--- config.mk ---
export PLATFORM = sky130hd
export DESIGN_NAME = entity_id_allocator_with_masks
export DESIGN_NICKNAME = d
export VERILOG_FILES = /design/src/hdl/eida_pkg.sv /design/src/hdl/eida_ctrl.sv /design/src/hdl/eida_dp.sv /design/src/hdl/entity_id_allocator_with_masks.sv
export SDC_FILE = /design/constraint.sdc
export NUM_CORES = 2
export LEC_CHECK = 0
export BUFFER_PORTS_ARGS = -buffer_cell sky130_fd_sc_hd__buf_2
export CAP_MARGIN = 0
export CELL_PAD_IN_SITES_DETAIL_PLACEMENT = 0
export CELL_PAD_IN_SITES_GLOBAL_PLACEMENT = 1
export CORE_MARGIN = 2
export CORE_UTILIZATION = 35
export CTS_BUF_LIST = sky130_fd_sc_hd__clkbuf_4
export CTS_CLUSTER_DIAMETER = 50
export CTS_CLUSTER_SIZE = 12
export DETAILED_ROUTE_END_ITERATION = 10
export PLACE_DENSITY_LB_ADDON = 0.1
export SYNTH_ARGS = -nofsm -noshare
export SYNTH_HDL_FRONTEND = slang
export SYNTH_HIERARCHICAL = 1
export SYNTH_SLANG_ARGS = --single-unit
--- constraint.sdc ---
create_clock -name clk -period 8.8 [get_ports clk]
set_input_delay 1.76 -clock clk [delete_from_list [all_inputs] [get_ports clk]]
set_output_delay 1.76 -clock clk [all_outputs]
set_load 0.05 [all_outputs]
--- src/hdl/eida_pkg.sv ---
// shared types and constants for the entity id allocator
// no dependencies
`default_nettype none

package eida_pkg;

    localparam int DEFAULT_ENTITY_SLOTS = 32;
    localparam int ID_W                 = 6;
    localparam int MASK_W               = 32;
    localparam int OP_W                 = 3;
    localparam int S_DATA_W             = 40;
    localparam int M_DATA_W             = 16;

    localparam logic [OP_W-1:0] OP_ALLOC  = 3'd0;
    localparam logic [OP_W-1:0] OP_FREE   = 3'd1;
    localparam logic [OP_W-1:0] OP_TEST   = 3'd2;
    localparam logic [OP_W-1:0] OP_ADD    = 3'd3;
    localparam logic [OP_W-1:0] OP_REMOVE = 3'd4;
    localparam logic [OP_W-1:0] OP_SCAN   = 3'd5;
    localparam logic [OP_W-1:0] OP_COUNT  = 3'd6;

    typedef struct packed {
        logic exec;
        logic scan_start;
        logic scan_step;
        logic scan_finish;
    } ctrl_cmd_t;

    typedef struct packed {
        logic out_space;
        logic scan_last;
    } dp_status_t;

endpackage

`default_nettype wire

--- src/hdl/eida_ctrl.sv ---
// controller state machine: idle, slot scan, scan wrap-up
// depends on eida_pkg
`default_nettype none

module eida_ctrl
(
    input  wire logic                         clk,
    input  wire logic                         rst_n,
    input  wire logic                         in_valid,
    input  wire logic [eida_pkg::OP_W-1:0]    op,
    input  eida_pkg::dp_status_t              status,
    output logic                              in_ready,
    output eida_pkg::ctrl_cmd_t               cmd
);

    localparam logic [1:0] ST_IDLE = 2'd0;
    localparam logic [1:0] ST_SCAN = 2'd1;
    localparam logic [1:0] ST_DONE = 2'd2;

    logic [1:0] state_reg;
    logic [1:0] state_next;

    assign in_ready = (state_reg == ST_IDLE) && status.out_space;

    always_comb
    begin
        state_next      = state_reg;
        cmd             = '0;
        unique case (state_reg)
            ST_IDLE:
            begin
                if (in_valid && status.out_space)
                begin
                    if (op == eida_pkg::OP_SCAN)
                    begin
                        cmd.scan_start = 1'b1;
                        state_next     = ST_SCAN;
                    end
                    else
                    begin
                        cmd.exec = 1'b1;
                    end
                end
            end
            ST_SCAN:
            begin
                // one slot per cycle, held while the output register is full
                if (status.out_space)
                begin
                    cmd.scan_step = 1'b1;
                    if (status.scan_last)
                    begin
                        state_next = ST_DONE;
                    end
                end
            end
            ST_DONE:
            begin
                if (status.out_space)
                begin
                    cmd.scan_finish = 1'b1;
                    state_next      = ST_IDLE;
                end
            end
            default:
            begin
                state_next = ST_IDLE;
            end
        endcase
    end

    always_ff @(posedge clk or negedge rst_n)
    begin
        if (!rst_n)
        begin
            state_reg <= ST_IDLE;
        end
        else
        begin
            state_reg <= state_next;
        end
    end

endmodule

`default_nettype wire

--- src/hdl/eida_dp.sv ---
// datapath: active flags, component masks, free stack, counters, scan walker
// and the output register; depends on eida_pkg
`default_nettype none

module eida_dp
#(
    parameter int ENTITY_SLOTS = eida_pkg::DEFAULT_ENTITY_SLOTS
)
(
    input  wire logic                          clk,
    input  wire logic                          rst_n,
    input  eida_pkg::ctrl_cmd_t                cmd,
    output eida_pkg::dp_status_t               status,
    input  wire logic [eida_pkg::OP_W-1:0]     op,
    input  wire logic [eida_pkg::ID_W-1:0]     entity_id,
    input  wire logic [eida_pkg::MASK_W-1:0]   bit_mask,
    output logic                               out_valid,
    input  wire logic                          out_ready,
    output logic                               ok,
    output logic [eida_pkg::ID_W-1:0]          id_out,
    output logic [eida_pkg::ID_W-1:0]          active_count,
    output logic                               last
);

    localparam int IDX_W  = $clog2(ENTITY_SLOTS);
    localparam int CNT_W  = $clog2(ENTITY_SLOTS + 1);
    localparam int ID_W   = eida_pkg::ID_W;
    localparam int MASK_W = eida_pkg::MASK_W;

    logic [ENTITY_SLOTS-1:0] active_reg;
    logic [MASK_W-1:0]       mask_reg  [ENTITY_SLOTS];
    logic [ID_W-1:0]         stack_reg [ENTITY_SLOTS];
    logic [CNT_W-1:0]        depth_reg;
    logic [CNT_W-1:0]        depth_next;
    logic [CNT_W-1:0]        live_reg;
    logic [CNT_W-1:0]        live_next;

    logic [IDX_W-1:0]        idx_reg;
    logic [MASK_W-1:0]       query_reg;
    logic                    pend_valid_reg;
    logic [ID_W-1:0]         pend_id_reg;

    logic                    out_valid_reg;
    logic                    out_valid_next;
    logic                    out_ok_reg;
    logic                    out_ok_next;
    logic [ID_W-1:0]         out_id_reg;
    logic [ID_W-1:0]         out_id_next;
    logic [CNT_W-1:0]        out_cnt_reg;
    logic [CNT_W-1:0]        out_cnt_next;
    logic                    out_last_reg;
    logic                    out_last_next;
    logic                    out_load;

    // operand decode
    logic                    id_ok;
    logic [ID_W-1:0]         id_m1;
    logic [IDX_W-1:0]        slot;
    logic [MASK_W-1:0]       mask_cur;
    logic                    has;
    logic                    stack_empty;
    logic                    stack_full;
    logic [CNT_W-1:0]        pop_ptr;
    logic [ID_W-1:0]         pop_id;
    logic [ID_W-1:0]         pop_m1;
    logic [IDX_W-1:0]        pop_slot;
    logic [IDX_W-1:0]        push_ptr;

    // update controls for one simple operation
    logic                    r_ok;
    logic [ID_W-1:0]         r_id;
    logic                    mask_we;
    logic [IDX_W-1:0]        mask_wslot;
    logic [MASK_W-1:0]       mask_wdata;
    logic                    act_set;
    logic                    act_clr;
    logic [IDX_W-1:0]        act_slot;
    logic                    stack_we;

    logic                    scan_hit;
    logic [ID_W-1:0]         scan_id;

    assign id_ok       = (entity_id != '0) && (entity_id <= ID_W'(ENTITY_SLOTS));
    assign id_m1       = entity_id - ID_W'(1);
    assign slot        = id_m1[IDX_W-1:0];
    assign mask_cur    = mask_reg[slot];
    assign has         = (mask_cur & bit_mask) == bit_mask;
    assign stack_empty = (depth_reg == '0);
    assign stack_full  = (depth_reg == CNT_W'(ENTITY_SLOTS));
    assign pop_ptr     = depth_reg - CNT_W'(1);
    assign pop_id      = stack_reg[pop_ptr[IDX_W-1:0]];
    assign pop_m1      = pop_id - ID_W'(1);
    assign pop_slot    = pop_m1[IDX_W-1:0];
    assign push_ptr    = depth_reg[IDX_W-1:0];

    assign scan_hit = active_reg[idx_reg] && ((mask_reg[idx_reg] & query_reg) == query_reg);
    assign scan_id  = ID_W'(idx_reg) + ID_W'(1);

    always_comb
    begin
        r_ok       = 1'b0;
        r_id       = '0;
        mask_we    = 1'b0;
        mask_wslot = slot;
        mask_wdata = mask_cur;
        act_set    = 1'b0;
        act_clr    = 1'b0;
        act_slot   = slot;
        stack_we   = 1'b0;
        depth_next = depth_reg;
        live_next  = live_reg;
        unique case (op)
            eida_pkg::OP_ALLOC:
            begin
                if (!stack_empty)
                begin
                    r_ok       = 1'b1;
                    r_id       = pop_id;
                    mask_we    = 1'b1;
                    mask_wslot = pop_slot;
                    mask_wdata = '0;
                    act_set    = 1'b1;
                    act_slot   = pop_slot;
                    depth_next = depth_reg - CNT_W'(1);
                    live_next  = live_reg + CNT_W'(1);
                end
            end
            eida_pkg::OP_FREE:
            begin
                if (id_ok && active_reg[slot] && !stack_full)
                begin
                    r_ok       = 1'b1;
                    act_clr    = 1'b1;
                    stack_we   = 1'b1;
                    depth_next = depth_reg + CNT_W'(1);
                    live_next  = live_reg - CNT_W'(1);
                end
            end
            eida_pkg::OP_TEST:
            begin
                r_ok = id_ok && has;
            end
            eida_pkg::OP_ADD:
            begin
                if (id_ok && !has)
                begin
                    r_ok       = 1'b1;
                    mask_we    = 1'b1;
                    mask_wdata = mask_cur | bit_mask;
                end
            end
            eida_pkg::OP_REMOVE:
            begin
                if (id_ok && has)
                begin
                    r_ok       = 1'b1;
                    mask_we    = 1'b1;
                    mask_wdata = mask_cur & ~bit_mask;
                end
            end
            eida_pkg::OP_COUNT:
            begin
                r_ok = 1'b1;
            end
            default:
            begin
                r_ok = 1'b0;
            end
        endcase
    end

    // a match is held back until the next match or the scan end so the final one can carry last
    assign out_load = cmd.exec || cmd.scan_finish ||
                      (cmd.scan_step && scan_hit && pend_valid_reg);

    always_comb
    begin
        out_ok_next   = out_ok_reg;
        out_id_next   = out_id_reg;
        out_cnt_next  = out_cnt_reg;
        out_last_next = out_last_reg;
        priority if (cmd.exec)
        begin
            out_ok_next   = r_ok;
            out_id_next   = r_id;
            out_cnt_next  = live_next;
            out_last_next = 1'b1;
        end
        else if (cmd.scan_finish)
        begin
            out_ok_next   = pend_valid_reg;
            out_id_next   = pend_valid_reg ? pend_id_reg : '0;
            out_cnt_next  = live_reg;
            out_last_next = 1'b1;
        end
        else if (out_load)
        begin
            out_ok_next   = 1'b1;
            out_id_next   = pend_id_reg;
            out_cnt_next  = live_reg;
            out_last_next = 1'b0;
        end
        out_valid_next = out_load ? 1'b1 : (out_valid_reg && !out_ready);
    end

    always_ff @(posedge clk or negedge rst_n)
    begin
        if (!rst_n)
        begin
            active_reg <= '0;
            for (int i = 0; i < ENTITY_SLOTS; i++)
            begin
                mask_reg[i]  <= '0;
                stack_reg[i] <= ID_W'(ENTITY_SLOTS - i);
            end
            depth_reg      <= CNT_W'(ENTITY_SLOTS);
            live_reg       <= '0;
            idx_reg        <= '0;
            pend_valid_reg <= 1'b0;
            out_valid_reg  <= 1'b0;
        end
        else
        begin
            if (cmd.exec)
            begin
                if (mask_we)
                begin
                    mask_reg[mask_wslot] <= mask_wdata;
                end
                if (act_set)
                begin
                    active_reg[act_slot] <= 1'b1;
                end
                if (act_clr)
                begin
                    active_reg[act_slot] <= 1'b0;
                end
                if (stack_we)
                begin
                    stack_reg[push_ptr] <= entity_id;
                end
                depth_reg <= depth_next;
                live_reg  <= live_next;
            end
            if (cmd.scan_start)
            begin
                idx_reg        <= '0;
                pend_valid_reg <= 1'b0;
            end
            else if (cmd.scan_step)
            begin
                idx_reg <= idx_reg + IDX_W'(1);
                if (scan_hit)
                begin
                    pend_valid_reg <= 1'b1;
                end
            end
            out_valid_reg <= out_valid_next;
        end
    end

    // payload registers
    always_ff @(posedge clk)
    begin
        if (cmd.scan_start)
        begin
            query_reg <= bit_mask;
        end
        if (cmd.scan_step && scan_hit)
        begin
            pend_id_reg <= scan_id;
        end
        out_ok_reg   <= out_ok_next;
        out_id_reg   <= out_id_next;
        out_cnt_reg  <= out_cnt_next;
        out_last_reg <= out_last_next;
    end

    assign status.out_space = !out_valid_reg || out_ready;
    assign status.scan_last = (idx_reg == IDX_W'(ENTITY_SLOTS - 1));

    assign out_valid    = out_valid_reg;
    assign ok           = out_ok_reg;
    assign id_out       = out_id_reg;
    assign active_count = ID_W'(out_cnt_reg);
    assign last         = out_last_reg;

endmodule

`default_nettype wire

--- src/hdl/entity_id_allocator_with_masks.sv ---
// simple ops: a result is in the output register in the cycle after its transfer;
// one item per cycle while the output side keeps up
// scan: the scan state walks every slot, then the wrap-up state sends the final result,
// stretched by output stalls; no input is taken until the scan is done
// reset: asynchronous, ids, flags, masks and free stack ready right after reset
// top level of the entity id allocator; depends on eida_pkg, eida_ctrl, eida_dp
`default_nettype none

module entity_id_allocator_with_masks
#(
    parameter int ENTITY_SLOTS = eida_pkg::DEFAULT_ENTITY_SLOTS
)
(
    input  wire logic                           clk,
    input  wire logic                           rst_n,
    input  wire logic                           s_tvalid,
    output logic                                s_tready,
    input  wire logic [eida_pkg::S_DATA_W-1:0]  s_tdata,  // entity_id[5:0], bit_mask[37:6]
    input  wire logic [eida_pkg::OP_W-1:0]      s_tuser,  // op[2:0]
    output logic                                m_tvalid,
    input  wire logic                           m_tready,
    output logic [eida_pkg::M_DATA_W-1:0]       m_tdata,  // ok[0], id_out[6:1], active_count[12:7]
    output logic                                m_tlast
);

    localparam int ID_W   = eida_pkg::ID_W;
    localparam int MASK_W = eida_pkg::MASK_W;
    localparam int M_PAD  = eida_pkg::M_DATA_W - 1 - 2 * ID_W;

    eida_pkg::ctrl_cmd_t  cmd;
    eida_pkg::dp_status_t status;

    logic [ID_W-1:0]   entity_id;
    logic [MASK_W-1:0] bit_mask;
    logic              ok;
    logic [ID_W-1:0]   id_out;
    logic [ID_W-1:0]   active_count;

    assign entity_id = s_tdata[ID_W-1:0];
    assign bit_mask  = s_tdata[ID_W+MASK_W-1:ID_W];

    eida_ctrl u_ctrl
    (
        .clk      (clk),
        .rst_n    (rst_n),
        .in_valid (s_tvalid),
        .op       (s_tuser),
        .status   (status),
        .in_ready (s_tready),
        .cmd      (cmd)
    );

    eida_dp
    #(
        .ENTITY_SLOTS (ENTITY_SLOTS)
    )
    u_dp
    (
        .clk          (clk),
        .rst_n        (rst_n),
        .cmd          (cmd),
        .status       (status),
        .op           (s_tuser),
        .entity_id    (entity_id),
        .bit_mask     (bit_mask),
        .out_valid    (m_tvalid),
        .out_ready    (m_tready),
        .ok           (ok),
        .id_out       (id_out),
        .active_count (active_count),
        .last         (m_tlast)
    );

    assign m_tdata = {{M_PAD{1'b0}}, active_count, id_out, ok};

endmodule

`default_nettype wire

==> impl_metrics.sql <==
INSERT INTO impl_metrics (metric_group, metric, value, unit) VALUES
('pwr', 'combinationalPowerShare', '27.5', '%'),
('sta', 'final_min_period_over_clock_period', '78.3', '%'),
('run', 'max_cap_violations', '0', ''),
('floorplanning', 'fp.dieW', '455', 'um'),
('cells_and_area', 'post-route-util', '38.9', '%'),
('detailed_routing', 'routed_wire_length_per_instance', '32.7', 'um'),
('detailed_routing', 'via_per_inst', '5.96', ''),
('placement', 'number_of_buffers_inserted_by_port_buffering', '60', ''),
('synth', 'number_of_enable_type_register_cells_in_the_synthesized_netlist', '51', ''),
('setup_path', 'critical_path_arrival', '8.06', 'ns'),
('setup_path', 'worst-endpoint-required', '9.97', 'ns'),
('setup_path', 'cp_slowest_stage_delay', '0.86', 'ns'),
('setup_path', 'worst_setup_path_start_kind', 'primary input', ''),
('synth', 'ys_dominant_reg_cell', 'sky130_fd_sc_hd__dfrtp_1', ''),
('status', 'status', 'complete, no violations', ''),
('synth', 'synth_cell_types', '78', ''),
('pwr', 'power.share.sequential', '42.7', '%'),
('floorplanning', 'io_pins', '66', ''),
('pwr', 'power', '15.2', 'mW'),
('pwr', 'power.switching', '5.62', 'mW'),
('pwr', 'clockPowerShare', '29.8', '%'),
('cells_and_area', 'nets', '4708', ''),
('setup_path', 'cp_slowest_cell', 'sky130_fd_sc_hd__xor2_4', ''),
('cts', 'clk_transition_reported_paths', '0.12', 'ns'),
('cts', 'cts.htree.levels', '4', ''),
('setup_path', 'path_cells', 'buf_8, inv_1, ha_1, xor2_4, buf_12, buf_12, mux2_2, nor3_1, o41ai_1, buf_4, o2111ai_1, nor4_4, nand3_4, buf_12, a2111oi_4, buf_12, mux2_1', ''),
('sta', 'layout_min_cycle_time', '6.89', 'ns'),
('placement', 'post_dp_cell_area', '75600', 'um2'),
('global_route', 'global_route.usage.total', '24.0', '%'),
('sta', 'report.final.slew_viol_count', '0', ''),
('sta', 'remaining_max_slew_budget_at_the_tightest_pin', '16.7', '%'),
('detailed_routing', 'wirelength', '245', 'mm'),
('detailed_routing', 'detail-route-antenna-nets', '0', ''),
('cts', 'cts_buffers', '183', ''),
('setup_path', 'critical_path_class', 'in -> reg', ''),
('cts', 'clkSinkCount', '1321', ''),
('global_route', 'via_count_of_the_first_global_routing_pass', '46500', ''),
('cells_and_area', 'seqCellArea', '33400', 'um2'),
('global_route', 'grt_antenna_before_repair', '23', ''),
('synth', 'post_synth_instance_area', '71200', 'um2'),
('cells_and_area', 'finish.instance_area', '78600', 'um2'),
('setup_path', 'cell_occurring_most_often_along_the_worst_timing_path', 'sky130_fd_sc_hd__buf_12', ''),
('hold_path', 'worst_hold_path_type', 'in -> async', ''),
('placement', 'placed_cells', '7136', ''),
('synth', 'ys_seq_area_share', '46.9', '%'),
('sta', 'layout_setup_ws', '1.91', 'ns'),
('cells_and_area', 'largest_register_ffs', '1024', ''),
('sta', 'fmax', '145', 'MHz'),
('cts', 'clock_path_buffers', '3', ''),
('setup_path', 'setup.worst_path.end_class', 'flop', ''),
('synth', 'yosys_warnings', '6', ''),
('pwr', 'intPower', '9.59', 'mW'),
('sta', 'finalHoldWorstSlack', '0.273', 'ns'),
('cells_and_area', 'share_of_layout_cells_above_drive_strength_1', '37.8', '%'),
('cells_and_area', 'syn_to_final_growth', '10.4', '%'),
('cells_and_area', 'multiInputGateArea', '35800', 'um2'),
('cells_and_area', 'most-common-layout-cells', 'sky130_fd_sc_hd__dfrtp_1, sky130_fd_sc_hd__mux2_1, sky130_fd_sc_hd__mux4_2, sky130_fd_sc_hd__mux2_2, sky130_fd_sc_hd__clkbuf_4', ''),
('cts', 'post_cts.resized_instances', '0', ''),
('cts', 'clkLatencyLatePin', '1.36', 'ns'),
('detailed_routing', 'drt-initial-drc-count', '3734', ''),
('sta', 'timing.clock.skew', '0.0966', 'ns'),
('sta', 'report.final.setup_viol', '0', ''),
('pwr', 'p_sw_share', '36.9', '%'),
('cts', 'root_buffer', 'sky130_fd_sc_hd__clkbuf_4', ''),
('synth', 'netlist_instances', '4660', ''),
('pwr', 'power.density_cell_area', '193', 'nW/um2'),
('cts', 'post-cts-setup-buffers', '0', ''),
('sta', 'timing.final.hold_violations', '0', ''),
('sta', 'totalNegativeSetupSlack', '0', 'ns'),
('detailed_routing', 'first_pass_iters', '5', ''),
('detailed_routing', 'routed-via-count', '44600', '');
## critical path: cells and delay by family
family,cells,cell delay (ns)
and+or+nand+nor,3,0.67
buffers and inverters,7,1.92
adders and majority gates,1,0.47
AOI/OAI and AO/OA,3,1.54
muxes,2,0.58
xor gates and xnor gates,1,0.86
## cell type report
class	instances	area share [%]
Multi-Input combinational cell	2831	45.5
Clock buffer	201	1.92
Clock inverter	144	1.90
Inverter	25	0.121
Antenna cell	11	0.0350
Sequential cell	1321	42.5
Timing Repair Buffer	287	3.81
Tap cell	2672	4.25
## cells in the mapped netlist (4+ instances only)
library cell                   n  area [um2]
sky130_fd_sc_hd__nor3_1       63         315
sky130_fd_sc_hd__inv_1        23        86.3
sky130_fd_sc_hd__a31oi_1       4        25.0
sky130_fd_sc_hd__nor2_1       38         143
sky130_fd_sc_hd__ha_1         12         150
sky130_fd_sc_hd__nand4_1      15        93.8
sky130_fd_sc_hd__and2_1        7        43.8
sky130_fd_sc_hd__mux4_2      628       14100
sky130_fd_sc_hd__mux2_2      422        4750
sky130_fd_sc_hd__buf_1        46         173
sky130_fd_sc_hd__a32o_1       37         370
sky130_fd_sc_hd__a221oi_1     13         114
sky130_fd_sc_hd__edfxtp_1     51        1530
sky130_fd_sc_hd__and3_1       34         213
sky130_fd_sc_hd__nor4_1       56         350
sky130_fd_sc_hd__nand2b_1      9        56.3
sky130_fd_sc_hd__nand3_1      46         230
sky130_fd_sc_hd__o2111ai_1     8        70.1
sky130_fd_sc_hd__mux2i_1      64         641
sky130_fd_sc_hd__a21oi_1     100         500
sky130_fd_sc_hd__o41ai_1      24         210
sky130_fd_sc_hd__mux2_1      910       10200
sky130_fd_sc_hd__nand2_1     119         447
sky130_fd_sc_hd__xor2_1       10        87.6
sky130_fd_sc_hd__dfstp_2      82        2150
sky130_fd_sc_hd__o21ai_0      25         125
sky130_fd_sc_hd__nor2b_1       6        37.5
sky130_fd_sc_hd__xnor2_1      15         131
sky130_fd_sc_hd__o32a_1        8        80.1
sky130_fd_sc_hd__nor3b_1       9        67.6
sky130_fd_sc_hd__a32oi_1      17         149
sky130_fd_sc_hd__buf_4        50         375
sky130_fd_sc_hd__nand3b_1      5        37.5
sky130_fd_sc_hd__a2111oi_4    30         826
sky130_fd_sc_hd__buf_6         6        67.6
sky130_fd_sc_hd__a2111oi_0    10        87.6
sky130_fd_sc_hd__dfrtp_1    1187       29700
sky130_fd_sc_hd__a2bb2oi_1    24         210
sky130_fd_sc_hd__a22oi_1       7        52.6
sky130_fd_sc_hd__clkbuf_1    269        1010
sky130_fd_sc_hd__buf_2       114         571
## metal layers
layer | routed length (um) | up-vias | track usage [%]
li1 | - | 18300 | -
met1 | 111000 | 24600 | 34.0
met5 | 40 | - | 0
met4 | 6290 | 6 | 6.45
met3 | 13200 | 350 | 4.31
met2 | 115000 | 1317 | 37.8
## path summary, 6_finish.rpt
| kind | to | startpoint | slack [ns] | cells past startpoint |
|---|---|---|---|---|
| max | u_dp/mask_reg[590] | s_tdata[0] | 1.91 | 17 |
| min | u_dp/stack_reg[27] | rst_n | 0.27 | 1 |
| max reg2reg | u_dp/mask_reg[108] | u_dp/depth_reg[0] | 2.02 | 16 |
| min reg2reg | u_dp/last | u_dp/last | 0.48 | 2 |
| max in group asynchronous | u_dp/mask_reg[1010] | rst_n | 6.35 | 3 |
| min in group clk | u_dp/last | u_dp/last | 0.48 | 2 |
## power groups by stage
| stage | Sequential, mW | Clock (mW) | Combinational (mW) |
|---|---|---|---|
| finish | 6.50 | 4.53 | 4.18 |
| global route | 6.53 | 4.99 | 4.43 |
| CTS | 6.50 | 4.74 | 4.24 |
| detailed placement | 6.62 | 0 | 4.24 |
| floorplan | 6.46 | 0 | 2.76 |
| global placement | 6.62 | 0 | 4.24 |
## cell families (layout without fill, tap and decap cells)
kind of cell               Yosys count  after routing  synth area share (%)
and+or+nand+nor                    421            421                  3.06
DFF                               1321           1321                  46.9
adders and majority gates           12             12                 0.211
AOI/OAI and AO/OA                  345            345                  4.44
muxes                             2024           2024                  41.8
buffers and inverters              510            657                  3.22
xor gates and xnor gates            26             26                 0.330
other                                1             14               0.00527
Power figures use the tool's default switching activity.
